===== config.mk =====
export PLATFORM = sky130hd
export DESIGN_NAME = lzwd_cmd_queue
export DESIGN_NICKNAME = d
export VERILOG_FILES = /design/src/rtl/lzwd_pkg.sv /design/src/rtl/lzwd_cmd_queue.sv
export SDC_FILE = /design/constraint.sdc
export NUM_CORES = 1
export LEC_CHECK = 0
export BUFFER_PORTS_ARGS = -buffer_cell sky130_fd_sc_hd__buf_2
export CELL_PAD_IN_SITES_DETAIL_PLACEMENT = 1
export CELL_PAD_IN_SITES_GLOBAL_PLACEMENT = 1
export CORE_ASPECT_RATIO = 0.6
export CORE_MARGIN = 5
export CORE_UTILIZATION = 50
export DETAILED_ROUTE_END_ITERATION = 8
export GPL_ROUTABILITY_DRIVEN = 0
export PLACE_DENSITY = 0.8
export REMOVE_ABC_BUFFERS = 1
export SLEW_MARGIN = 15
export SYNTH_ARGS = -nofsm -noshare
export SYNTH_HDL_FRONTEND = slang
export SYNTH_SLANG_ARGS = --single-unit
export TNS_END_PERCENT = 50

===== constraint.sdc =====
create_clock -name clk -period 2.62 [get_ports clk]
set_input_delay 0.131 -clock clk [delete_from_list [all_inputs] [get_ports clk]]
set_output_delay 0.131 -clock clk [all_outputs]
set_load 0.05 [all_outputs]

===== src/rtl/lzwd_pkg.sv =====
// Shared types and constants for the LZSS window decompressor.
// Used by the front end, command queue, back end and top level.
package lzwd_pkg;

  localparam int WINDOW_BYTES_DEF = 4096;
  localparam int CNT_W            = 20;
  localparam int POS_W            = 13;
  localparam int LEN_W            = 5;
  localparam int Q_DEPTH          = 4;
  localparam int Q_AW             = $clog2(Q_DEPTH);

  localparam logic [2:0]       HEADER_BYTES = 3'd4;
  localparam logic [3:0]       FLAG_BITS    = 4'd8;
  localparam logic [POS_W-1:0] POS_BIAS     = POS_W'(18);
  localparam logic [LEN_W-1:0] LEN_BIAS     = LEN_W'(3);
  localparam logic [CNT_W-1:0] LIMIT_RESET  = CNT_W'(64000);

  typedef enum logic [1:0] {
    PH_FLAG,
    PH_ITEM,
    PH_PAIR
  } phase_t;

  typedef enum logic [1:0] {
    CMD_NONE,
    CMD_LIT,
    CMD_COPY
  } cmd_kind_t;

  typedef struct packed {
    cmd_kind_t             kind;
    logic [7:0]            lit;
    logic [POS_W-1:0]      pos;
    logic [LEN_W-1:0]      len;
    logic [CNT_W-1:0]      base;
    logic                  done;
    logic                  err;
  } cmd_t;

endpackage


===== src/rtl/lzwd_cmd_queue.sv =====
// Short command queue between the parsing front end and the copy back end.
// Uses lzwd_pkg for the command type and depth.
module lzwd_cmd_queue (
  input  logic           clk,
  input  logic           rst_n,
  input  logic           push,
  input  lzwd_pkg::cmd_t push_cmd,
  output logic           push_ready,
  output logic           pop_valid,
  output lzwd_pkg::cmd_t pop_cmd,
  input  logic           pop
);

  lzwd_pkg::cmd_t             q_r [lzwd_pkg::Q_DEPTH];
  logic [lzwd_pkg::Q_AW-1:0]  wp_r, rp_r;
  logic [lzwd_pkg::Q_AW:0]    cnt_r, cnt_nxt;

  assign push_ready = cnt_r != (lzwd_pkg::Q_AW+1)'(lzwd_pkg::Q_DEPTH);
  assign pop_valid  = cnt_r != '0;
  assign pop_cmd    = q_r[rp_r];

  always_comb begin
    cnt_nxt = cnt_r;
    if (push && !pop) cnt_nxt = cnt_r + 1'b1;
    if (!push && pop) cnt_nxt = cnt_r - 1'b1;
  end

  always_ff @(posedge clk) begin
    if (!rst_n) begin
      wp_r  <= '0;
      rp_r  <= '0;
      cnt_r <= '0;
    end else begin
      if (push) wp_r <= wp_r + 1'b1;
      if (pop)  rp_r <= rp_r + 1'b1;
      cnt_r <= cnt_nxt;
    end
  end

  always_ff @(posedge clk) begin
    if (push) q_r[wp_r] <= push_cmd;
  end

endmodule


======== Yosys cells after proc, flatten, opt, wreduce, memory -nomap -nowiden ========
Memories as Yosys holds them, arrays and structs flattened. A register that Yosys moved wholly into a read port is not among the register bits.
Index checks and enable logic that the tools add are counted.
storage, ports and cells
  register bits ........................... 7
  memory bits (writable) .................. 200
  input port bits ......................... 54
  output and inout bits ................... 52
  logic and storage cells ................. 21
  memories ................................ 1
operators by class
  add/sub/neg operators ................... 4
  equal/unequal tests ..................... 1
  muxes and demuxes ....................... 6
  reduce and logical (&&, ||, !) cells .... 6
memory list
  memory  depth  bits a word  read ports  clocked after memory_dff  write ports  RTL line              RTL
  q_r     4      50           1           1                         1            lzwd_cmd_queue.sv:14  lzwd_pkg::cmd_t q_r [lzwd_pkg::Q_DEPTH];
operators by type and width
  cell                 count
  $mux 3               2
  $add 2x1->2 const B  2
  $mux 2               2
  $add 3x1->3 const B  1
  $ne 3x3->1 const B   1
  $reduce_bool 3->1    1
  $sub 3x1->3 const B  1
  $logic_and 1x1->1    2
  $logic_not 1->1      2
  $mux 1               2
  $reduce_bool 2->1    1

======== Logic depth before layout (Yosys ltp) ========
Gate-level depths: netlist of the first run.
  word-level depth ........................ 4
  gate-level depth with buffers ........... 7
  gate-level depth less buffers ........... 7

======== Worst setup path after synthesis of the first run ========
No wires, ideal clock.
  kind .................................... reg-to-reg
  start point ............................. reg wp_r[0] in the netlist's numbering
  end point ............................... mem q_r[2][0] in the netlist's numbering (enable)
  library setup time ...................... 0.413 ns
  arrival ................................. 1.733 ns
  data required time ...................... 2.207 ns
  slack ................................... 0.475 ns
  stages on the path, launching flop included .. 4
  buffers on the path ..................... 0
  clock period less this slack ............ 2.145 ns
  cell sequence ........................... dfxtp_1 inv_1 ha_1 and2_1
RTL lines
  item                    RTL line              RTL
  from (decl)             lzwd_cmd_queue.sv:15  logic [lzwd_pkg::Q_AW-1:0] wp_r, rp_r;
  from (signal assigned)  lzwd_cmd_queue.sv:34  if (push) wp_r <= wp_r + 1'b1;
  to (decl)               lzwd_cmd_queue.sv:14
No word-level cell before the write port.

==> results of run 1 <==
==> Yosys cell counts <==
master / number
nor2b_1: 1
xnor2_1: 2
buf_12: 5
a21boi_0: 1
nand2_1: 2
mux2i_1: 1
fa_1: 1
edfxtp_1: 200
xor2_1: 3
and2_1: 10
or3_1: 2
dfxtp_1: 9
inv_1: 6
ha_1: 5
mux4_2: 50
o21ai_0: 2
nand3_1: 1
buf_6: 1
buf_1: 1
buf_2: 5
==> how the worst min path moves through the flow <==
| stage | startpoint | to | slack (ns) | cells after the start |
|---|---|---|---|---|
| 6_report | pop | rp_r[0]$_SDFFE_PN0P_ | 0.05 | 3 |
| 5_1_grt | pop | rp_r[0]$_SDFFE_PN0P_ | 0.06 | 3 |
| 4_1_cts | pop | rp_r[0]$_SDFFE_PN0P_ | 0.03 | 3 |
| 3_5_place_dp | push_cmd[38] | q_r[1][38]$_DFFE_PP_ | 0.35 | 1 |
| 3_3_place_gp | push_cmd[37] | q_r[1][37]$_DFFE_PP_ | 0.34 | 1 |
| 2_1_floorplan | push_cmd[0] | q_r[0][0]$_DFFE_PP_ | 0.23 | 0 |
==> power groups by stage <==
stage / clock network (mW) / registers, mW / logic (mW)
final: 2.72 / 3.91 / 1.16
after global routing: 2.95 / 3.92 / 1.22
after CTS: 2.79 / 3.91 / 1.17
after detailed placement: 0 / 3.98 / 1.10
after global placement: 0 / 3.96 / 1.08
after floorplan: 0 / 3.99 / 0.763
==> per-stage QoR <==
step | TNS, ns | power [mW]
5_1_grt | 0 | 8.09
3_3_place_gp | 0 | 5.04
6_report | 0 | 7.78
4_1_cts | 0 | 7.87
3_5_place_dp | 0 | 5.09
2_1_floorplan | -24.61 | 4.75
==> final cells by class <==
cell class / count / area [sq um]
timing repair buffer: 168 / 1150
clock buffer: 29 / 576
antenna: 1 / 2.50
fill: 1278 / 5620
multi-input combinational: 81 / 1380
inverter: 6 / 22.5
tap: 203 / 254
clock inverter: 4 / 42.5
sequential: 209 / 6190
==> layer usage <==
layer  routed length, um  GRT usage (%)  part of all wire [%]  vias up
met2                7960           30.7                    49      128
met1                6920           25.0                    43     1947
met5                   0              0                     0        -
met4                 147           2.39                  0.91        0
li1                    -              -                     -     1639
met3                1130           4.68                   7.0       14
==> worst reg2reg max path, cell delays in order, from the launching register on <==
cell and delay [ns]:
dfxtp_1 0.37, inv_1 0.10, fa_1 0.43, xor2_1 0.16, or3_1 0.30, a21boi_0 0.16
==> sequential cells by signal, summed over array words and instances, names as in the netlist, named ones only <==
signal / cells
cnt_r: 3
q_r: 200
rp_r: 2
wp_r: 2
==> cells in the final DEF (no fill, tap or decap), types with 2 or more instances in the layout <==
cell type,n
edfxtp_1,200
clkinv_1,2
dfxtp_1,7
inv_1,6
mux4_2,50
xnor2_1,2
ha_1,5
clkbuf_16,21
clkbuf_1,6
and2_1,6
clkbuf_8,2
dlygate4sd3_1,51
or3_1,2
xor2_1,3
buf_2,105
and2_2,4
nand2_1,2
o21ai_0,2
buf_4,10
buf_12,2
==> cell families (layout without fill, tap and decap cells) <==
| group | count (synthesis) | after routing |
|---|---|---|
| multiplexers | 51 | 51 |
| buffers and inverters | 18 | 207 |
| XOR/XNOR | 5 | 5 |
| adder cells (fa/ha/maj) | 6 | 6 |
| other | 0 | 1 |
| AO/OA/AOI/OAI | 3 | 3 |
| AND/OR/NAND/NOR | 16 | 16 |
| flip-flops | 209 | 209 |
==> timing repair <==
| action | CTS | global route |
|---|---|---|
| endpoints found under the hold margin | 209 | 0 |
| endpoints found under the setup margin | 0 | 0 |
| hold buffers | 51 | 0 |
==> impl_metrics.csv, run 1 <==
group,metric,value,unit
clocking,cts_setup_buffers,0,
drt,drtIter0Drc,253,
timing,final_hold_viol_count,0,
setup_path,crit_arrival,2.20,ns
power,net-switching-power,1.95,mW
setup_path,setup.worst_path.end,"pop_cmd[48]",
floorplan,core,15200,sq um
place,place_inst,616,
timing,worstMarginPinSlew,0.560,ns
drt,drcViolationCount,0,
synthesis,synth_warnings,0,
setup_path,cp.depth,3,
timing,slew_violations,0,
floorplan,rows,35,
clocking,worst_setup_hold_path_clk_slew,0.06,ns
timing,fmax,428,MHz
clocking,cts_root_buf,"clkbuf_16",
synthesis,syn_inst,308,
synthesis,synthXorXnorAreaFrac,0.567,%
setup_path,end_kind,"primary output",
timing,rsz0062_at_grt,"false",
floorplan,die_h,106,um
synthesis,yosysSeqAreaShare,80.1,%
drt,drt_wl_total,16.2,mm
final_layout,layout-drive-gt1-share,39.8,%
setup_path,worst-path-max-fanout,23,
synthesis,synth-simple-area-share,1.22,%
timing,slew_headroom,62.7,%
synthesis,synth_top_family_by_area,"multiplexers",
setup_path,max_stage_delay,0.62,ns
synthesis,avgSynthCellArea,25.1,sq um
final_layout,syn_to_final_growth,24.5,%
setup_path,required,2.49,ns
synthesis,synthAdderAreaFrac,1.07,%
clocking,cts_buffer_depth,3,
clocking,cts_buffers,20,
place,post-dp-hpwl,9.91,mm
global_routing,groute.usage.overall,18.2,%
setup_path,startpoint_type,"flop",
synthesis,synth_seq_cells,209,
floorplan,die-area,18100,sq um
global_routing,grt_pass1_vias,4269,
synthesis,netlist.area_leader.share,77.8,%
clocking,htree_levels,1,
setup_path,path_cells,"buf_12 > mux4_2 > buf_2",
power,ir_drop,0.500,mV
timing,setup_ws,0.286,ns
final_layout,post-route-util,63.1,%
setup_path,crit_type,"reg -> out",
clocking,clock_latency,0.48,ns
power,p_comb_share,14.9,%
synthesis,yosys.area.top_type,"edfxtp_1",
setup_path,critPathBufInv,2,
synthesis,synthesis.area,7720,sq um
global_routing,grt_max_degree,30,
power,switching_share,25.1,%
timing,period_share,89.1,%
final_layout,final_cells,701,
clocking,clock_sinks,209,
power,p_int,5.83,mW
place,io_buffer_count,105,
drt,firstDrtPassIters,4,
power,power_frac_seq,50.2,%
drt,postRouteAntennaNets,0,
timing,fin_worst_skew,0.00760,ns
outcome,status,"completed",
power,p_leak,3.31,nW
synthesis,synth_area_leaders,"edfxtp_1 78%, mux4_2 15%, dfxtp_1 2.3%, buf_12 1.3%, and2_1 0.81%",
min_path,min_path_type,"in -> reg",
setup_path,cpLargestDelayFamily,"flip-flops",
run,maxCapViolCount,0,
setup_path,reg2reg_depth,5,
synthesis,synth.distinct_cells,20,
power,pwr-share-clk,34.9,%
setup_path,cp_slowest_cell,"dfxtp_4",
final_layout,fin_area,9620,sq um
setup_path,reg2reg_to,"cnt_r[2]$_SDFFE_PN0P_",
global_routing,grt_pass1_wl,25.0,mm
synthesis,muxShareOfSynthArea,14.7,%
place,dpl_worst_slack,0.757,ns
drt,wl_per_cell,23.0,um
final_layout,nNetsFinal,546,
floorplan,die_x,170,um
clocking,cts_resized,0,
floorplan,ios,106,
setup_path,reg2reg_from,"cnt_r[0]$_SDFFE_PN0P_",
drt,via_per_inst,5.32,
place,place_area,8490,sq um
timing,period_needed,2.33,ns
drt,num_vias,3728,
timing,setup_viol,0,
global_routing,antenna_found_initial,1,
timing,fin_hold_ws,0.0472,ns
setup_path,reg2reg_setup_slack,1.04,ns
synthesis,synth_compound_area_share,0.227,%
global_routing,overflow,0,
power,power.density,809,nW/um^2
floorplan,initial_utilization,50.7,%
clocking,cts_tree,"yes",
Note: power is estimated with default switching activity, not from simulation.
==> run 2: changes to the inputs <==
Settings changed: CAP_MARGIN from default to 20, PLACE_DENSITY 0.8 to default, PLACE_DENSITY_LB_ADDON from default to 0.1.
==> run 2 against run 1 <==
Effect of this change:
- wire length is 5.0% lower
- total power is 0.38% higher
- sequential power hardly changed
- non-clock buffer count is 1 lower
- clock power hardly changed
- largest cell class unchanged
==> impl_metrics.csv, run 2 (synthesis gave the netlist of run 1 again) <==
group,metric,value,unit
drt,drt_wl_total,15.3,mm
timing,final_hold_viol_count,0,
drt,num_vias,3696,
final_layout,final_cells,697,
timing,slew_violations,0,
setup_path,max_stage_delay,0.68,ns
clocking,clock_sinks,209,
floorplan,core,15200,sq um
clocking,cts_buffer_depth,3,
timing,period_share,88.0,%
power,design_power_total,7.81,mW
setup_path,crit_type,"reg -> out",
final_layout,layout_commonest_cell,"edfxtp_1",
timing,fmax,434,MHz
final_layout,nNetsFinal,544,
floorplan,die-area,18100,sq um
global_routing,grt_pass1_vias,4009,
final_layout,multiInputGateArea,1380,sq um
final_layout,syn_to_final_growth,25.0,%
timing,period_needed,2.30,ns
global_routing,grt_max_degree,51,
clocking,clock_latency,0.48,ns
clocking,cts_buffers,19,
min_path,min_path_type,"in -> reg",
global_routing,overflow,0,
clocking,htree_levels,1,
power,power.density,809,nW/um^2
drt,drcViolationCount,0,
floorplan,rows,35,
timing,slew_headroom,58.7,%
final_layout,layout-drive-gt1-share,40.1,%
clocking,worst_setup_hold_path_clk_slew,0.06,ns
final_layout,fill_cells,1290,
setup_path,cp_slowest_cell,"dfxtp_4",
drt,firstDrtPassIters,4,
drt,drtIter0Drc,267,
final_layout,antennaDiodeCount,0,
clocking,cts_root_buf,"clkbuf_16",
final_layout,post-route-util,63.4,%
timing,rsz0062_at_grt,"false",
drt,postRouteAntennaNets,0,
setup_path,critPathBufInv,2,
setup_path,path_cells,"buf_4 > mux4_2 > buf_2",
power,p_leak,3.32,nW
final_layout,reg.largest.list,"q_r: 200 flops, cnt_r: 3 flops",
final_layout,seqCellArea,6190,sq um
drt,via_per_inst,5.30,
setup_path,cpLargestDelayFamily,"flip-flops",
final_layout,most-common-layout-cells,"200 x edfxtp_1, 105 x buf_2, 51 x dlygate4sd3_1, 50 x mux4_2, 19 x clkbuf_16",
setup_path,startpoint_type,"flop",
timing,fin_worst_skew,0.0158,ns
floorplan,ios,106,
clocking,cts_setup_buffers,0,
global_routing,antenna_found_initial,0,
power,ir_drop,0.464,mV
global_routing,grt_pass1_wl,23.6,mm
setup_path,worst-path-max-fanout,24,
clocking,cts_tree,"yes",
global_routing,groute.usage.overall,17.5,%
place,place_inst,615,
outcome,status,"completed",
setup_path,crit_arrival,2.17,ns
floorplan,die_h,106,um
timing,setup_viol,0,
run,maxCapViolCount,0,
timing,worstMarginPinSlew,0.619,ns
setup_path,required,2.49,ns
place,post-dp-hpwl,9.46,mm
final_layout,largest_reg_flops,200,
drt,wl_per_cell,22.0,um
floorplan,die_x,170,um
final_layout,max_flop_register,"q_r",
place,io_buffer_count,105,
floorplan,initial_utilization,50.7,%
setup_path,end_kind,"primary output",
==> run 2: changes by cell type in the layout (fill, tap and decap cells not counted), sizes merged <==
cell    previous run  this run
clkbuf            29        22
diode              1         0
clkinv             3         6
bufinv             1         3
buf              117       116
==> run 2: timing repair <==
action,in CTS,in global routing
resized for setup,0,0
hold endpoints to repair,207,0
hold buffers,51,0
==> run 2: stage by stage <==
| stage | setup WS, ns | hold WS, ns | cell area [sq um] | TNS [ns] |
|---|---|---|---|---|
| after detailed placement | 0.757 | 0.348 | 8540 | 0 |
| final | 0.315 | 0.0515 | 9660 | 0 |
| after CTS | 0.244 | 0.0460 | 9660 | 0 |
| after floorplan | -0.492 | 0.230 | 7580 | -24.61 |
| after global routing | 0.151 | 0.0666 | 9660 | 0 |
| after global placement | 0.773 | 0.344 | 8540 | 0 |
==> run 2: cell type report <==
cell class | count | share of cell area (%)
Inverter | 6 | 0.233
Clock inverter | 9 | 1.22
Multi-Input combinational cell | 81 | 14.3
Clock buffer | 22 | 5.04
Tap cell | 203 | 2.63
Sequential cell | 209 | 64.1
Timing Repair Buffer | 167 | 12.5
==> run 2: report_power, final <==
part,switching [mW],internal (mW),total [mW]
Combinational,0.764,0.398,1.16
Sequential,0.0763,3.83,3.91
Clock,1.12,1.62,2.74
Total,1.96,5.85,7.81
==> run 2: worst paths after layout <==
path | from | depth (start not counted) | slack (ns) | to
worst max-delay path | flop | 3 | 0.32 | pop_cmd[3]
worst min-delay path | push | 3 | 0.05 | wp_r[1]$_SDFFE_PN0P_
worst max register to register | wp_r[0]$_SDFFE_PN0P_ | 4 | 0.87 | q_r[2][21]$_DFFE_PP_
worst min register to register | wp_r[1]$_SDFFE_PN0P_ | 2 | 0.57 | wp_r[1]$_SDFFE_PN0P_
==> run 2: per-layer routing <==
layer | up-vias | share of wire, % | track usage (%)
met5 | - | 0 | 0
met3 | 23 | 5.0 | 3.53
li1 | 1640 | - | -
met4 | 0 | 1.7 | 3.76
met1 | 1929 | 46 | 25.8
met2 | 104 | 47 | 27.4
==> run 2: worst register-to-register path: cells and delay by family (launching register included) <==
family	cells	cell delay, ns
DFF	1	0.35
buffers and inverters	2	0.39
adders and majority gates	1	0.15
and+or+nand+nor	1	0.55
