### config.mk
export PLATFORM = sky130hd
export DESIGN_NAME = lzwd_front
export DESIGN_NICKNAME = d
export VERILOG_FILES = /design/src/rtl/lzwd_pkg.sv /design/src/rtl/lzwd_front.sv
export SDC_FILE = /design/constraint.sdc
export NUM_CORES = 1
export LEC_CHECK = 0
export ABC_AREA = 1
export BUFFER_PORTS_ARGS = -buffer_cell sky130_fd_sc_hd__buf_2
export CAP_MARGIN = 25
export CELL_PAD_IN_SITES_DETAIL_PLACEMENT = 0
export CELL_PAD_IN_SITES_GLOBAL_PLACEMENT = 2
export CORE_ASPECT_RATIO = 1.4
export CORE_MARGIN = 2
export CORE_UTILIZATION = 35
export DETAILED_ROUTE_END_ITERATION = 8
export HOLD_SLACK_MARGIN = 0.02
export PLACE_DENSITY_LB_ADDON = 0.2
export SLEW_MARGIN = 20
export SYNTH_ARGS = -nofsm -noshare
export SYNTH_HDL_FRONTEND = slang
export SYNTH_SLANG_ARGS = --single-unit
### constraint.sdc
create_clock -name clk -period 10.95 [get_ports clk]
set_clock_uncertainty 0.2 [all_clocks]
set_input_delay 0 -clock clk [delete_from_list [all_inputs] [get_ports clk]]
set_output_delay 0 -clock clk [all_outputs]
set_load 0.03 [all_outputs]
### src/rtl/lzwd_pkg.sv
// Shared types and constants for the LZSS window decompressor.
// Used by the front end, command queue, back end and top level.
package lzwd_pkg;

  localparam int WINDOW_BYTES_DEF = 4096;
  localparam int CNT_W            = 20;
  localparam int POS_W            = 13;
  localparam int LEN_W            = 5;
  localparam int Q_DEPTH          = 4;
  localparam int Q_AW             = $clog2(Q_DEPTH);

  localparam logic [2:0]       HEADER_BYTES = 3'd4;
  localparam logic [3:0]       FLAG_BITS    = 4'd8;
  localparam logic [POS_W-1:0] POS_BIAS     = POS_W'(18);
  localparam logic [LEN_W-1:0] LEN_BIAS     = LEN_W'(3);
  localparam logic [CNT_W-1:0] LIMIT_RESET  = CNT_W'(64000);

  typedef enum logic [1:0] {
    PH_FLAG,
    PH_ITEM,
    PH_PAIR
  } phase_t;

  typedef enum logic [1:0] {
    CMD_NONE,
    CMD_LIT,
    CMD_COPY
  } cmd_kind_t;

  typedef struct packed {
    cmd_kind_t             kind;
    logic [7:0]            lit;
    logic [POS_W-1:0]      pos;
    logic [LEN_W-1:0]      len;
    logic [CNT_W-1:0]      base;
    logic                  done;
    logic                  err;
  } cmd_t;

endpackage

### src/rtl/lzwd_front.sv
// Front end: parses the compressed byte stream into literal/copy/none commands.
// Holds the block state and the output limit register; uses lzwd_pkg.
module lzwd_front (
  input  logic                        clk,
  input  logic                        rst_n,
  input  logic                        in_tvalid,
  output logic                        in_tready,
  input  logic [7:0]                  in_byte,
  input  logic                        in_last,
  input  logic                        cfg_wr_en,
  input  logic [lzwd_pkg::CNT_W-1:0]  cfg_wr_data,
  input  logic                        cmd_ready,
  output logic                        cmd_push,
  output lzwd_pkg::cmd_t              cmd
);

  logic [lzwd_pkg::CNT_W-1:0] limit_r;
  logic [lzwd_pkg::CNT_W-1:0] oc_r, oc_nxt;
  logic [7:0]                 flag_r, flag_nxt;
  logic [3:0]                 left_r, left_nxt;
  lzwd_pkg::phase_t           phase_r, phase_nxt;
  logic [7:0]                 first_r, first_nxt;
  logic [2:0]                 hdr_r, hdr_nxt;
  logic                       stop_r, stop_nxt;
  logic                       err_r, err_nxt;

  logic                       accept;
  logic [11:0]                p12;
  logic [lzwd_pkg::POS_W-1:0] pos;
  logic [lzwd_pkg::LEN_W-1:0] len, len_eff;
  logic [lzwd_pkg::CNT_W-1:0] rem;
  logic                       bad_pos;
  logic [3:0]                 left_dec;

  assign in_tready = cmd_ready;
  assign accept    = in_tvalid && cmd_ready;
  assign cmd_push  = accept;

  assign p12     = {in_byte[7:4], first_r};
  assign pos     = {p12[11], p12} + lzwd_pkg::POS_BIAS;
  assign bad_pos = !pos[lzwd_pkg::POS_W-1] &&
                   ({{(lzwd_pkg::CNT_W-lzwd_pkg::POS_W+1){1'b0}},
                     pos[lzwd_pkg::POS_W-2:0]} > oc_r);
  assign len     = lzwd_pkg::LEN_W'(in_byte[3:0]) + lzwd_pkg::LEN_BIAS;
  assign rem     = limit_r - oc_r;
  assign len_eff = (oc_r >= limit_r) ? '0 :
                   ((rem < lzwd_pkg::CNT_W'(len)) ? rem[lzwd_pkg::LEN_W-1:0] : len);
  assign left_dec = (left_r != 4'd0) ? left_r - 4'd1 : 4'd0;

  always_comb begin
    oc_nxt    = oc_r;
    flag_nxt  = flag_r;
    left_nxt  = left_r;
    phase_nxt = phase_r;
    first_nxt = first_r;
    hdr_nxt   = hdr_r;
    stop_nxt  = stop_r;
    err_nxt   = err_r;
    cmd.kind  = lzwd_pkg::CMD_NONE;
    cmd.lit   = in_byte;
    cmd.pos   = pos;
    cmd.len   = len_eff;
    cmd.base  = oc_r;
    if (!stop_r) begin
      if (hdr_r != 3'd0) begin
        hdr_nxt = hdr_r - 3'd1;
      end else if (phase_r != lzwd_pkg::PH_PAIR && oc_r >= limit_r) begin
        stop_nxt = 1'b1;
      end else begin
        case (phase_r)
          lzwd_pkg::PH_FLAG: begin
            flag_nxt  = in_byte;
            left_nxt  = lzwd_pkg::FLAG_BITS;
            phase_nxt = lzwd_pkg::PH_ITEM;
          end
          lzwd_pkg::PH_ITEM: begin
            if (flag_r[0]) begin
              cmd.kind  = lzwd_pkg::CMD_LIT;
              oc_nxt    = oc_r + 1'b1;
              flag_nxt  = flag_r >> 1;
              left_nxt  = left_dec;
              phase_nxt = (left_dec != 4'd0) ? lzwd_pkg::PH_ITEM : lzwd_pkg::PH_FLAG;
              stop_nxt  = (oc_r + 1'b1) >= limit_r;
            end else begin
              first_nxt = in_byte;
              phase_nxt = lzwd_pkg::PH_PAIR;
            end
          end
          lzwd_pkg::PH_PAIR: begin
            if (bad_pos) begin
              err_nxt  = 1'b1;
              stop_nxt = 1'b1;
            end else begin
              if (len_eff != '0) cmd.kind = lzwd_pkg::CMD_COPY;
              oc_nxt    = oc_r + lzwd_pkg::CNT_W'(len_eff);
              flag_nxt  = flag_r >> 1;
              left_nxt  = left_dec;
              phase_nxt = (left_dec != 4'd0) ? lzwd_pkg::PH_ITEM : lzwd_pkg::PH_FLAG;
              stop_nxt  = (oc_r + lzwd_pkg::CNT_W'(len_eff)) >= limit_r;
            end
          end
          default: begin
            phase_nxt = lzwd_pkg::PH_FLAG;
          end
        endcase
      end
    end
    cmd.done = stop_nxt || in_last;
    cmd.err  = err_nxt;
  end

  always_ff @(posedge clk) begin
    if (!rst_n) begin
      limit_r <= lzwd_pkg::LIMIT_RESET;
    end else if (cfg_wr_en) begin
      limit_r <= cfg_wr_data;
    end
  end

  always_ff @(posedge clk) begin
    if (!rst_n) begin
      oc_r    <= '0;
      flag_r  <= '0;
      left_r  <= '0;
      phase_r <= lzwd_pkg::PH_FLAG;
      first_r <= '0;
      hdr_r   <= lzwd_pkg::HEADER_BYTES;
      stop_r  <= 1'b0;
      err_r   <= 1'b0;
    end else if (accept) begin
      if (in_last) begin
        oc_r    <= '0;
        flag_r  <= '0;
        left_r  <= '0;
        phase_r <= lzwd_pkg::PH_FLAG;
        first_r <= '0;
        hdr_r   <= lzwd_pkg::HEADER_BYTES;
        stop_r  <= 1'b0;
        err_r   <= 1'b0;
      end else begin
        oc_r    <= oc_nxt;
        flag_r  <= flag_nxt;
        left_r  <= left_nxt;
        phase_r <= phase_nxt;
        first_r <= first_nxt;
        hdr_r   <= hdr_nxt;
        stop_r  <= stop_nxt;
        err_r   <= err_nxt;
      end
    end
  end

endmodule

* Yosys cells after proc, flatten, opt, wreduce, memory -nomap -nowiden *
Index checks and enable logic that the tools add are counted.

storage, ports and cells
  register bits = 67

operators by class
  equality and inequality tests = 9
  reductions and logical operators = 20
  add/subtract/negate cells = 7
  $lt $le $gt $ge = 5
  muxes and demuxes = 61

operators with widths
  operator                 count
  $mux W20                 6
  $mux W8                  12
  $ge A20 B20 Y1           3
  $pmux W20 S2             1
  $mux W4                  7
  $pmux W8 S3              1
  $mux W2                  11
  $add A20 B1 Y20 const B  1
  $add A20 B5 Y20          1
  $gt A12 B20 Y1           1
  $lt A20 B5 Y1            1
  $sub A20 B20 Y20         1
  $mux W1                  14
  $reduce_and A7 Y1        2
  $add A12 B6 Y13 const B  1
  $pmux W4 S3              1
  $reduce_and A6 Y1        2
  $reduce_bool A4 Y1       3
  $mux W5                  2
  $ne A2 B2 Y1 const B     5
  $mux W3                  3
  $ne A3 B3 Y1 const B     2
  $pmux W2 S3              1
  $reduce_bool A3 Y1       2
  15 further kinds         18

* Logic depth before layout (Yosys ltp) *
Gate-level depths: netlist of the first run.

  word-level depth = 12
  mapped depth = 46
  depth with buffers taken out = 46

* Worst setup path before layout of the first run *
Ideal clock, no wire load.

  path type = reg-to-reg
  from = register oc_r[1] (netlist name)
  to = register stop_r
  required time = 10,617 ps
  path buffers = 0
  slack = 5,107 ps
  arrival time = 5,511 ps
  clock period less this slack = 5,843 ps
  stages on the path, launching flop included = 41
  setup time = 133 ps
  cell sequence = dfxtp_1 > inv_1 > ha_1 > nand2_1 > nand2_1 > and2_1 > xor2_1 > ha_1 > a21oi_1 > o21ai_0 > nand2_1 > nand2_1 > nor2_1 > nand3_1 > nor2_2 > nand2_2 > nand2_1 > nand2_1 > [... 5 more ...] > a21oi_1 > nand3_1 > nor2_2 > nand3_1 > xor2_1 > ha_1 > nand4_1 > inv_1 > a21oi_1 > nand3_1 > a21oi_1 > nand2_1 > nand2_1 > nand2_1 > nand2_1 > nand2_1 > nand2_1 > a21oi_1

RTL lines
  item                    RTL line           RTL
  from (decl)             lzwd_front.sv:18   logic [lzwd_pkg::CNT_W-1:0] oc_r, oc_nxt;
  from (signal assigned)  lzwd_front.sv:141  oc_r <= oc_nxt;
  to (signal assigned)    lzwd_front.sv:147  stop_r <= stop_nxt;
  to (decl)               lzwd_front.sv:24   logic stop_r, stop_nxt;

==> impl_results.md, run 1 <==
* Status: completed
* Worst Reg2Reg Path Length in Cells at 42
* Register share of total power at 27.3%
* Starting density of the core at 35.73%
* Bufs on Longest Clock Path at 2
* Max FO, Critical Path at 7
* Type of the worst min-delay path: in -> reg
* Ys Warns at 0
* Die H at 175.7 um
* Global routing usage summed across all routing layers at 24.33%
* Setup Buffers After CTS at 0
* Dominant cell type by area after synthesis: dfxtp_1
* Power density cells at 112.8 mW/mm2
* Most frequently used cell type in the post-synthesis netlist: nand2_1
* Dominant cells by area after synthesis: dfxtp_1 (18%), ha_1 (15%), nand2_1 (15%)
* Final setup violation count at 0
* Worst IR Drop VDD at 0.06753 mV
* Level count of the clock H-tree at 3
* Number of inserted filler cells in the final layout at 2320
* Final critical-path setup slack at 3.861 ns
* Commonest cells post-synth: nand2_1 (287), inv_1 (173), nor2_1 (112), a21oi_1 (103), ha_1 (91)
* Resized Gates After CTS at 0
* Pin count of the biggest net entering global routing at 40
* Worst path slowest cell: dfxtp_1
* Post-detailed-route DRC marker count at 0
* Sequential cell area fraction in the yosys report at 18.19%
* Required time of the critical path at 10.75 ns
* Number of antenna repair diodes at 0
* Mapped Cells at 1185
* Die Outline Area at 0.02226 mm2
* Proportion of register bits with asynchronous set or reset after synthesis at 0%
* Post-detailed-route count of antenna-violating nets at 0
* Worst max-slew margin expressed relative to the limit at 49.21%
* Number of sinks driven by the clock tree at 67
* Upper clock frequency limit at 0.1411 GHz
* Net switching power figure at 0.0003659 W
* Non-Filler Cell Area, Final at 0.008692 mm2
* Count of final max-slew check failures at 0
* Shortest period the worst path allows at 7.089 ns
* FP Rows at 62
* Count of hold buffers inserted by post-cts repair at 42
* Half-perimeter wire length of the detailed placement result at 21380 um
* Drt pass-1 iters at 6
* Number of clock buffers inserted by TritonCTS at 9
* Average cell area after synthesis at 6.222 um2
* Drt first-iter violations at 362
* Startpoint types: flop
* Sum of routed wire length over all layers at 26520 um
* Area fraction of the dominant cell type after synthesis at 18.19%
* Crit path top cell by count: nand2_1
* Post-detailed-route via-to-cell ratio at 5.024
* Sort of element at the end of the critical path: output port
* Number of global-route vias before repair at 7839
* Worst-case hold slack at 0.04998 ns
* Wire length of the first global-routing pass at 41500 um
* Placement Setup Slack at 4.260 ns
* CP arrival at 6.89 ns
* Combinational share of power at 35.8%
* Detailed-route via count at 7798
* Max-cap violations at 0
* Standard cell core area at 0.02063 mm2
* Period utilisation layout at 64.74%
* Nets at 1418
* Skew-Pair Late Insertion Delay at 0.35 ns
* Final Hold Violating Endpoints at 0
* Synthesized net count at 1312
* Instance count along the most critical hold path at 5
* Post-synth EDFFs at 0
* Routability cong. at 0.8812
* Post-placement cell count at 1494
* Synthesis-stage register bit count at 67
* Setup repair after global routing missed its margin: no
* Synth-to-Final Area Change at 17.89%
* Static leakage at 4.518 nW
* Post-route non-filler standard cell count at 1552
* Clock tree from TritonCTS: built
* Antenna violations before repair at 0
* Wirelength per Cell at 17.09 um
* Pint at 0.0006146 W
* CP Class: reg -> out
* Switching share of power at 37.32%
* Biggest cell delay along the critical path at 0.55 ns
* Number of port buffers at 85
* Synth unique cells at 45
* Horizontal die dimension at 126.7 um
* Clock tree root driver cell: clkbuf_16
* Syn Std Cell Area at 0.007373 mm2
* Prevailing post-synth register cell: dfxtp_1
* Clock share of power at 37.0%
* Remaining global-route overflow at 0
* Accumulated negative setup slack at 0 ns
* Post-Place Cell Area at 0.007910 mm2
* Worst-path clk slew at 0.06 ns
* Slew @ Worst Pin at 0.7610 ns
* Number of top-level pins at 86
* Fraction of final layout cells sized beyond drive strength 1 at 12.42%
layout by cell type (no fill, tap or decap), types with 23 or more instances in the layout:
master / count
xor2_1: 33
o21ai_0: 54
dfxtp_1: 67
buf_2: 85
dlygate4sd3_1: 42
nand2_1: 287
nor2_1: 112
inv_1: 173
ha_1: 91
nand3_1: 65
inv_2: 23
a21oi_1: 103
power groups by stage:
| stage | clock, W | combinational [W] | sequential, W |
|---|---|---|---|
| after global routing | 0.000382 | 0.000394 | 0.000269 |
| after detailed placement | 0 | 0.000340 | 0.000273 |
| after global placement | 0 | 0.000341 | 0.000272 |
| final | 0.000362 | 0.000351 | 0.000267 |
| after floorplan | 0 | 0.000238 | 0.000275 |
| after CTS | 0.000372 | 0.000354 | 0.000267 |
worst paths after layout:
kind,startpoint,endpoint,slack [ns]
worst max-delay path,oc_r[1],cmd[1],3.86
worst min-delay path,in_byte[0],first_r[0],0.05
worst max register to register,oc_r[1],stop_r,4.22
worst min register to register,hdr_r[2],hdr_r[2],0.26
metrics by stage:
step                util [%]  total power (W)
detailed placement     38.33        0.0006125
global route           42.12         0.001044
floorplan                  -        0.0005128
global placement       38.33        0.0006135
CTS                    42.12        0.0009925
finish                 42.12        0.0009805
critical path: cells and delay by family, from the launching register on:
family / cells / cell delay, ns
simple gates: 26 / 3.02
fa+ha+maj: 5 / 1.33
buf+inv: 4 / 0.62
flops: 1 / 0.55
compound gates: 4 / 0.54
xor+xnor: 2 / 0.48
kinds of logic (layout without fill, tap and decap cells):
family	after synthesis	count (layout)	share of synthesized area, %
and+or+nand+nor	546	546	32.75
buffers and inverters	235	346	13.35
AOI/OAI and AO/OA	208	208	15.44
adders and majority gates	93	93	15.99
DFF	67	67	18.19
xor gates and xnor gates	36	36	4.276
sequential cells by signal (all words and copies together), names as in the netlist:
name,flops
phase_r,2
oc_r,20
hdr_r,3
limit_r,20
flag_r,8
err_r,1
stop_r,1
left_r,4
first_r,8
final cells by class:
cell class | instances | area, um2 | area share, %
inverter | 200 | 753.2 | 8.666
clock buffer | 12 | 266.5 | 3.066
tap | 256 | 320.3 | 3.685
clock inverter | 4 | 95.09 | 1.094
timing repair buffer | 130 | 868.3 | 9.990
multi-input combinational | 883 | 5047 | 58.07
sequential | 67 | 1341 | 15.43
layer usage:
metal / wire length [um] / track usage [%] / share of wire (%) / up-vias
met3: 778 / 3.137 / 2.9 / 57
li1: - / - / - / 4032
met5: 0 / 0 / 0 / -
met1: 10900 / 27.34 / 41 / 3571
met4: 1113 / 11.54 / 4.2 / 0
met2: 13730 / 45.07 / 52 / 138
No activity file was read; power rests on OpenSTA's default activity.
==> run 2, diff against run 1 <==
--- a/config.mk
+++ b/config.mk
@@ -12,7 +12,7 @@
 export CELL_PAD_IN_SITES_GLOBAL_PLACEMENT = 2
 export CORE_ASPECT_RATIO = 1.4
 export CORE_MARGIN = 2
-export CORE_UTILIZATION = 35
+export CORE_UTILIZATION = 32
 export DETAILED_ROUTE_END_ITERATION = 8
 export HOLD_SLACK_MARGIN = 0.02
 export PLACE_DENSITY_LB_ADDON = 0.2
==> constraint.sdc (replaced) <==
create_clock -name clk -period 7 [get_ports clk]
set_clock_uncertainty 0.2 [all_clocks]
set_input_delay 0 -clock clk [delete_from_list [all_inputs] [get_ports clk]]
set_output_delay 0 -clock clk [all_outputs]
set_load 0.03 [all_outputs]
==> run 2 against run 1 <==
Against the previous run:
- die area rose by 9.1%
- first-iteration DRC count is 22% lower
- core utilization fell by 3.1 points
- register-to-register slack worse by 3.4 ns
- combinational power up 58%
- flip-flop and latch count stayed put
- clock-buffer cell count rose by 1
- clock power grew 31%
- hold slack worse by 0.012 ns
- critical endpoint unchanged
- largest cell class unchanged
==> impl_results.md, run 2 (synthesis results as in run 1) <==
* Status: completed (unchanged)
* Register share of total power at 28.9% (was 27.3%)
* Fraction of final layout cells sized beyond drive strength 1 at 13.90% (was 12.42%)
* Number of port buffers at 85 (unchanged)
* Global routing usage summed across all routing layers at 22.29% (was 24.33%)
* Nets at 1425 (was 1418)
* FP Rows at 65 (was 62)
* Level count of the clock H-tree at 3 (unchanged)
* Final Hold Violating Endpoints at 0 (unchanged)
* Clock share of power at 32.8% (was 37.0%)
* Max-cap violations at 0 (unchanged)
* CP arrival at 6.30 ns (was 6.89 ns)
* Standard cell core area at 0.02261 mm2 (was 0.02063 mm2)
* Detailed-route via count at 7757 (was 7798)
* Post-detailed-route count of antenna-violating nets at 0 (unchanged)
* Sum of routed wire length over all layers at 26560 um (was 26520 um)
* Die H at 183.6 um (was 175.7 um)
* Upper clock frequency limit at 0.1539 GHz
* Worst max-slew margin expressed relative to the limit at 48.34% (was 49.21%)
* Number of antenna repair diodes at 0 (unchanged)
* Wirelength per Cell at 16.57 um (was 17.09 um)
* Horizontal die dimension at 132.3 um (was 126.7 um)
* Post-detailed-route DRC marker count at 0 (unchanged)
* Switching share of power at 39.09% (was 37.32%)
* Pint at 0.0008796 W (was 0.0006146 W)
* Shortest period the worst path allows at 6.499 ns
* Skew-Pair Late Insertion Delay at 0.35 ns (about the same)
* Net switching power figure at 0.0005646 W (was 0.0003659 W)
* Post-placement cell count at 1541 (was 1494)
* Final setup violation count at 0 (unchanged)
* Worst path slowest cell: dfxtp_2 (was dfxtp_1)
* Crit path top cell by count: nand2_1 (unchanged)
* Top flop regs: limit_r (20), oc_r (20) (unchanged)
* Max FO, Critical Path at 6 (was 7)
* Worst IR Drop VDD at 0.1202 mV (was 0.06753 mV)
* Most frequent cells in the layout: nand2_1 (287), inv_1 (172), nor2_1 (107) (was nand2_1 (287), inv_1 (173), nor2_1 (112))
* Antenna violations before repair at 0 (unchanged)
* Placement Setup Slack at 0.3989 ns (was 4.260 ns)
* CP Class: reg -> out (unchanged)
* Wire length of the first global-routing pass at 41590 um (was 41500 um)
* Count of final max-slew check failures at 0 (unchanged)
* Area used by multi-input combinational logic at 0.005136 mm2 (was 0.005047 mm2)
* Bufs on Longest Clock Path at 2 (unchanged)
* Static leakage at 4.529 nW (was 4.518 nW)
* Commonest non-fill, non-tap cell in the layout: nand2_1 (unchanged)
* Number of clock buffers inserted by TritonCTS at 9 (unchanged)
* Routability cong. at 0.8698 (was 0.8812)
* Combinational share of power at 38.3% (was 35.8%)
* Drt first-iter violations at 282 (was 362)
* Synth-to-Final Area Change at 19.80% (was 17.89%)
* Post-route non-filler standard cell count at 1603 (was 1552)
* Clock tree from TritonCTS: built (unchanged)
* Number of top-level pins at 86 (unchanged)
* Half-perimeter wire length of the detailed placement result at 21610 um (was 21380 um)
* Clock tree root driver cell: clkbuf_16 (unchanged)
* Required time of the critical path at 6.80 ns (was 10.75 ns)
* Pin count of the biggest net entering global routing at 40 (unchanged)
* Type of the worst min-delay path: in -> reg (unchanged)
* Startpoint types: flop (unchanged)
* Period utilisation layout at 92.84%
* Post-detailed-route via-to-cell ratio at 4.839 (was 5.024)
* Drt pass-1 iters at 5 (was 6)
* Sort of element at the end of the critical path: output port (unchanged)
* Slew @ Worst Pin at 0.7702 ns (was 0.7610 ns)
* Power density cells at 163.5 mW/mm2 (was 112.8 mW/mm2)
* Number of global-route vias before repair at 7742 (was 7839)
* Starting density of the core at 32.61% (was 35.73%)
* Sequential cell area in the final layout at 0.001346 mm2 (was 0.001341 mm2)
* Remaining global-route overflow at 0 (unchanged)
* Worst-path clk slew at 0.06 ns (about the same)
* Final critical-path setup slack at 0.5014 ns (was 3.861 ns)
* Number of sinks driven by the clock tree at 67 (unchanged)
* Number of inserted filler cells in the final layout at 2617 (was 2320)
* Biggest cell delay along the critical path at 0.40 ns (was 0.55 ns)
* Die Outline Area at 0.02429 mm2 (was 0.02226 mm2)
run 2: cell count changes in the layout (fill, tap and decap cells not counted), sizes merged:
| cell | change |
|---|---|
| clkbuf | +2 |
| dlygate4sd3 | +1 |
| bufinv | -2 |
| buf | +5 |
run 2: final timing paths:
path,startpoint,end,slack (ns),cells after the start
setup / recovery,oc_r[2],cmd[1],0.50,40
hold / removal,in_byte[0],first_r[0],0.04,5
setup reg to reg,oc_r[2],stop_r,0.84,41
hold reg to reg,hdr_r[2],hdr_r[2],0.26,2
run 2: worst max-delay path, delay by kind of cell, from the launching register on:
family | cells | cell delay [ns]
and+or+nand+nor | 23 | 2.48
buffers and inverters | 5 | 0.57
adders and majority gates | 5 | 1.37
DFF | 1 | 0.40
AOI/OAI and AO/OA | 5 | 0.75
xor gates and xnor gates | 2 | 0.36
run 2: power by group through the flow:
stage                     sequential [W]  clock [W]  combinational (W)
after CTS                       0.000418   0.000488           0.000556
after global routing            0.000420   0.000504           0.000622
after floorplan                 0.000430          0           0.000372
after detailed placement        0.000426          0           0.000533
final                           0.000417   0.000474           0.000553
after global placement          0.000426          0           0.000535
run 2: layer usage:
metal | global-route usage [%] | part of all wire [%]
met3 | 2.895 | 2.6
met2 | 43.90 | 54
met1 | 24.58 | 41
met4 | 6.710 | 2.0
met5 | 0 | 0
run 2: repair_timing:
action / CTS / global route
setup endpoints to repair: 0 / 2
setup buffers: 0 / 4
resized for setup: 0 / 24
hold endpoints to repair: 35 / 0
hold buffers: 43 / 0
run 2: stage by stage:
| stage | hold slack [ns] | area [um2] | utilization [%] | power (W) | TNS [ns] |
|---|---|---|---|---|---|
| after detailed placement | 0.03071 | 7981 | 35.30 | 0.0009594 | 0 |
| after floorplan | -0.07768 | 7373 | - | 0.0008021 | 0 |
| after global routing | 0.06038 | 8833 | 39.07 | 0.001546 | -0.04489 |
| after CTS | 0.02054 | 8707 | 38.51 | 0.001462 | 0 |
| after global placement | 0.02957 | 7981 | 35.30 | 0.0009609 | 0 |
| final | 0.03762 | 8833 | 39.07 | 0.001444 | 0 |
run 2: cell type report:
cell class,count,area share (%)
multi-input cells,883,58.14
flip-flops and latches,67,15.24
repair buffers,137,10.48
inverters,200,8.527
well taps,301,4.263
clock buffers,13,2.946
clock inverters,2,0.3966
==> run 3, diff against run 2 <==
--- a/config.mk
+++ b/config.mk
@@ -15,7 +15,7 @@
 export CORE_UTILIZATION = 32
 export DETAILED_ROUTE_END_ITERATION = 8
 export HOLD_SLACK_MARGIN = 0.02
-export PLACE_DENSITY_LB_ADDON = 0.2
+export PLACE_DENSITY = 0.78
 export SLEW_MARGIN = 20
 export SYNTH_ARGS = -nofsm -noshare
 export SYNTH_HDL_FRONTEND = slang
==> run 3 against run 2 <==
Against the previous run:
- setup slack better by 0.023 ns
- core utilization hardly changed
- total power is 0.82% higher
- highest routed layer unchanged
- via count is 1.0% higher
- non-clock buffer count is 2 lower
- maximum frequency is 0.36% higher
- global-route usage is 0.11 points higher
- largest cell class unchanged
==> impl_results.md, run 3 (synthesis results as in run 1) <==
* Top flop regs: limit_r (20), oc_r (20) (unchanged)
* Finished Core Util at 39.02% (was 39.07%)
* CP arrival at 6.28 ns (was 6.30 ns)
* Number of global-route vias before repair at 7800 (was 7742)
* Shortest period the worst path allows at 6.475 ns (was 6.499 ns)
* Worst IR Drop VDD at 0.08829 mV (was 0.1202 mV)
* Status: completed (unchanged)
* Starting density of the core at 32.61% (unchanged)
* Period utilisation layout at 92.50% (was 92.84%)
* Number of inserted filler cells in the final layout at 2585 (was 2617)
* Startpoint types: flop (unchanged)
* Sequential cell area in the final layout at 0.001348 mm2 (was 0.001346 mm2)
* Synth-to-Final Area Change at 19.65% (was 19.80%)
* Max-cap violations at 0 (unchanged)
* Max FO, Critical Path at 6 (unchanged)
* Commonest non-fill, non-tap cell in the layout: nand2_1 (unchanged)
* Half-perimeter wire length of the detailed placement result at 21540 um (was 21610 um)
* Remaining global-route overflow at 0 (unchanged)
* Final Hold Violating Endpoints at 0 (unchanged)
* Worst-path clk slew at 0.06 ns (about the same)
* Drt first-iter violations at 247 (was 282)
* Global routing usage summed across all routing layers at 22.40% (was 22.29%)
* Horizontal die dimension at 132.3 um (unchanged)
* Static leakage at 4.526 nW (was 4.529 nW)
* Count of final max-slew check failures at 0 (unchanged)
* Number of antenna repair diodes at 0 (unchanged)
* Post-Place Cell Area at 0.007996 mm2 (was 0.007981 mm2)
* Most frequent cells in the layout: nand2_1 (287), inv_1 (172), nor2_1 (109) (was nand2_1 (287), inv_1 (172), nor2_1 (107))
* Required time of the critical path at 6.80 ns (about the same)
* Level count of the clock H-tree at 3 (unchanged)
* Wirelength per Cell at 16.89 um (was 16.57 um)
* Post-detailed-route DRC marker count at 0 (unchanged)
* Slew @ Worst Pin at 0.8661 ns (was 0.7702 ns)
* Reg-to-reg endpoint: stop_r (unchanged)
* Sum of routed wire length over all layers at 27060 um (was 26560 um)
* Crit path top cell by count: nand2_1 (unchanged)
* Nets at 1423 (was 1425)
* Sort of element at the end of the critical path: output port (unchanged)
* Wire length of the first global-routing pass at 41830 um (was 41590 um)
* Worst path slowest cell: dfxtp_2 (unchanged)
* Worst max-slew margin expressed relative to the limit at 41.91% (was 48.34%)
* Pin count of the biggest net entering global routing at 40 (unchanged)
* Upper clock frequency limit at 0.1544 GHz (was 0.1539 GHz)
* Post-detailed-route via-to-cell ratio at 4.893 (was 4.839)
* Final setup violation count at 0 (unchanged)
* Non-Filler Cell Area, Final at 0.008822 mm2 (was 0.008833 mm2)
* Critical register-to-register path startpoint: oc_r[2] (unchanged)
* Min-delay src: rst_n (was in_byte[0])
* Antenna violations before repair at 0 (unchanged)
* FP Rows at 65 (unchanged)
* Biggest cell delay along the critical path at 0.39 ns (was 0.40 ns)
* Drt pass-1 iters at 5 (unchanged)
* Skew-Pair Late Insertion Delay at 0.35 ns (about the same)
* Type of the worst min-delay path: in -> reg (unchanged)
* Detailed-route via count at 7838 (was 7757)
* Number of port buffers at 85 (unchanged)
* Number of top-level pins at 86 (unchanged)
* Routability cong. at 0.8543 (was 0.8698)
* Terminating pin of the worst hold path: oc_r[2] (was first_r[0])
* Timing startpoint of the critical path: oc_r[2] (unchanged)
* Reg-to-reg slack, setup at 0.86 ns (was 0.84 ns)
* Clock tree root driver cell: clkbuf_16 (unchanged)
* Die H at 183.6 um (unchanged)
* Power density cells at 165.1 mW/mm2 (was 163.5 mW/mm2)
* Number of clock buffers inserted by TritonCTS at 9 (unchanged)
* Fraction of final layout cells sized beyond drive strength 1 at 13.91% (was 13.90%)
* Die Outline Area at 0.02429 mm2 (unchanged)
* Number of sinks driven by the clock tree at 67 (unchanged)
* Instance count along the most critical hold path at 4 (was 5)
* Clock tree from TritonCTS: built (unchanged)
* Worst Reg2Reg Path Length in Cells at 41 (unchanged)
* Bufs on Longest Clock Path at 2 (unchanged)
* Post-detailed-route count of antenna-violating nets at 0 (unchanged)
* Area used by multi-input combinational logic at 0.005131 mm2 (was 0.005136 mm2)
* CP Class: reg -> out (unchanged)
* Standard cell core area at 0.02261 mm2 (unchanged)
run 3: area by class of cell:
| cell class | count | area share (%) |
|---|---|---|
| clock buffers | 12 | 2.907 |
| flip-flops and latches | 67 | 15.27 |
| clock inverters | 4 | 0.5531 |
| multi-input cells | 883 | 58.16 |
| well taps | 301 | 4.269 |
| repair buffers | 135 | 10.30 |
| inverters | 200 | 8.538 |
run 3: per-layer routing:
metal | vias up | track usage [%] | routed length, um
met5 | - | 0 | 0
met4 | 0 | 8.086 | 783
met3 | 38 | 2.592 | 775
met2 | 128 | 43.88 | 14500
met1 | 3627 | 24.56 | 11000
li1 | 4045 | - | -
run 3: critical path, delay by kind of cell (launching register included):
| family | cells | cell delay, ns |
|---|---|---|
| fa+ha+maj | 5 | 1.34 |
| compound gates | 4 | 0.50 |
| simple gates | 25 | 2.86 |
| flops | 1 | 0.39 |
| buf+inv | 4 | 0.44 |
| xor+xnor | 2 | 0.35 |
run 3: worst max path at each step:
| stage | endpoint | depth (start not counted) | slack (ns) |
|---|---|---|---|
| global placement | cmd[1] | 40 | 0.48 |
| CTS | cmd[1] | 39 | 0.06 |
| finish | cmd[1] | 40 | 0.52 |
| floorplan | stop_r | 40 | 1.16 |
| global route | cmd[1] | 40 | -0.03 |
| detailed placement | stop_r | 40 | 0.48 |
run 3: through the flow:
| step | setup slack (ns) | setup TNS, ns | cells | total power (W) | hold slack, ns |
|---|---|---|---|---|---|
| final | 0.5249 | 0 | 1602 | 0.001456 | 0.05781 |
| after global routing | -0.03186 | -0.03186 | 1602 | 0.001555 | 0.06934 |
| after CTS | 0.06450 | 0 | 1601 | 0.001472 | 0.05029 |
| after detailed placement | 0.4784 | 0 | 1543 | 0.0009636 | 0.04659 |
| after global placement | 0.4799 | 0 | 1543 | 0.0009661 | 0.03639 |
| after floorplan | 1.157 | 0 | 1185 | 0.0008021 | -0.07768 |
run 3: timing repair:
action                                  CTS  global route
hold endpoints to repair                 34             0
endpoints found under the setup margin    0             2
resized for setup                         0            25
buffers inserted                          0             1
hold buffers                             42             0
run 3: power by group:
part	leakage [nW]	switching, W	internal (W)
clock	0.153	0.000187	0.000295
sequential	0.550	0.0000148	0.000402
combinational	3.82	0.000372	0.000186
total	4.53	0.000574	0.000882
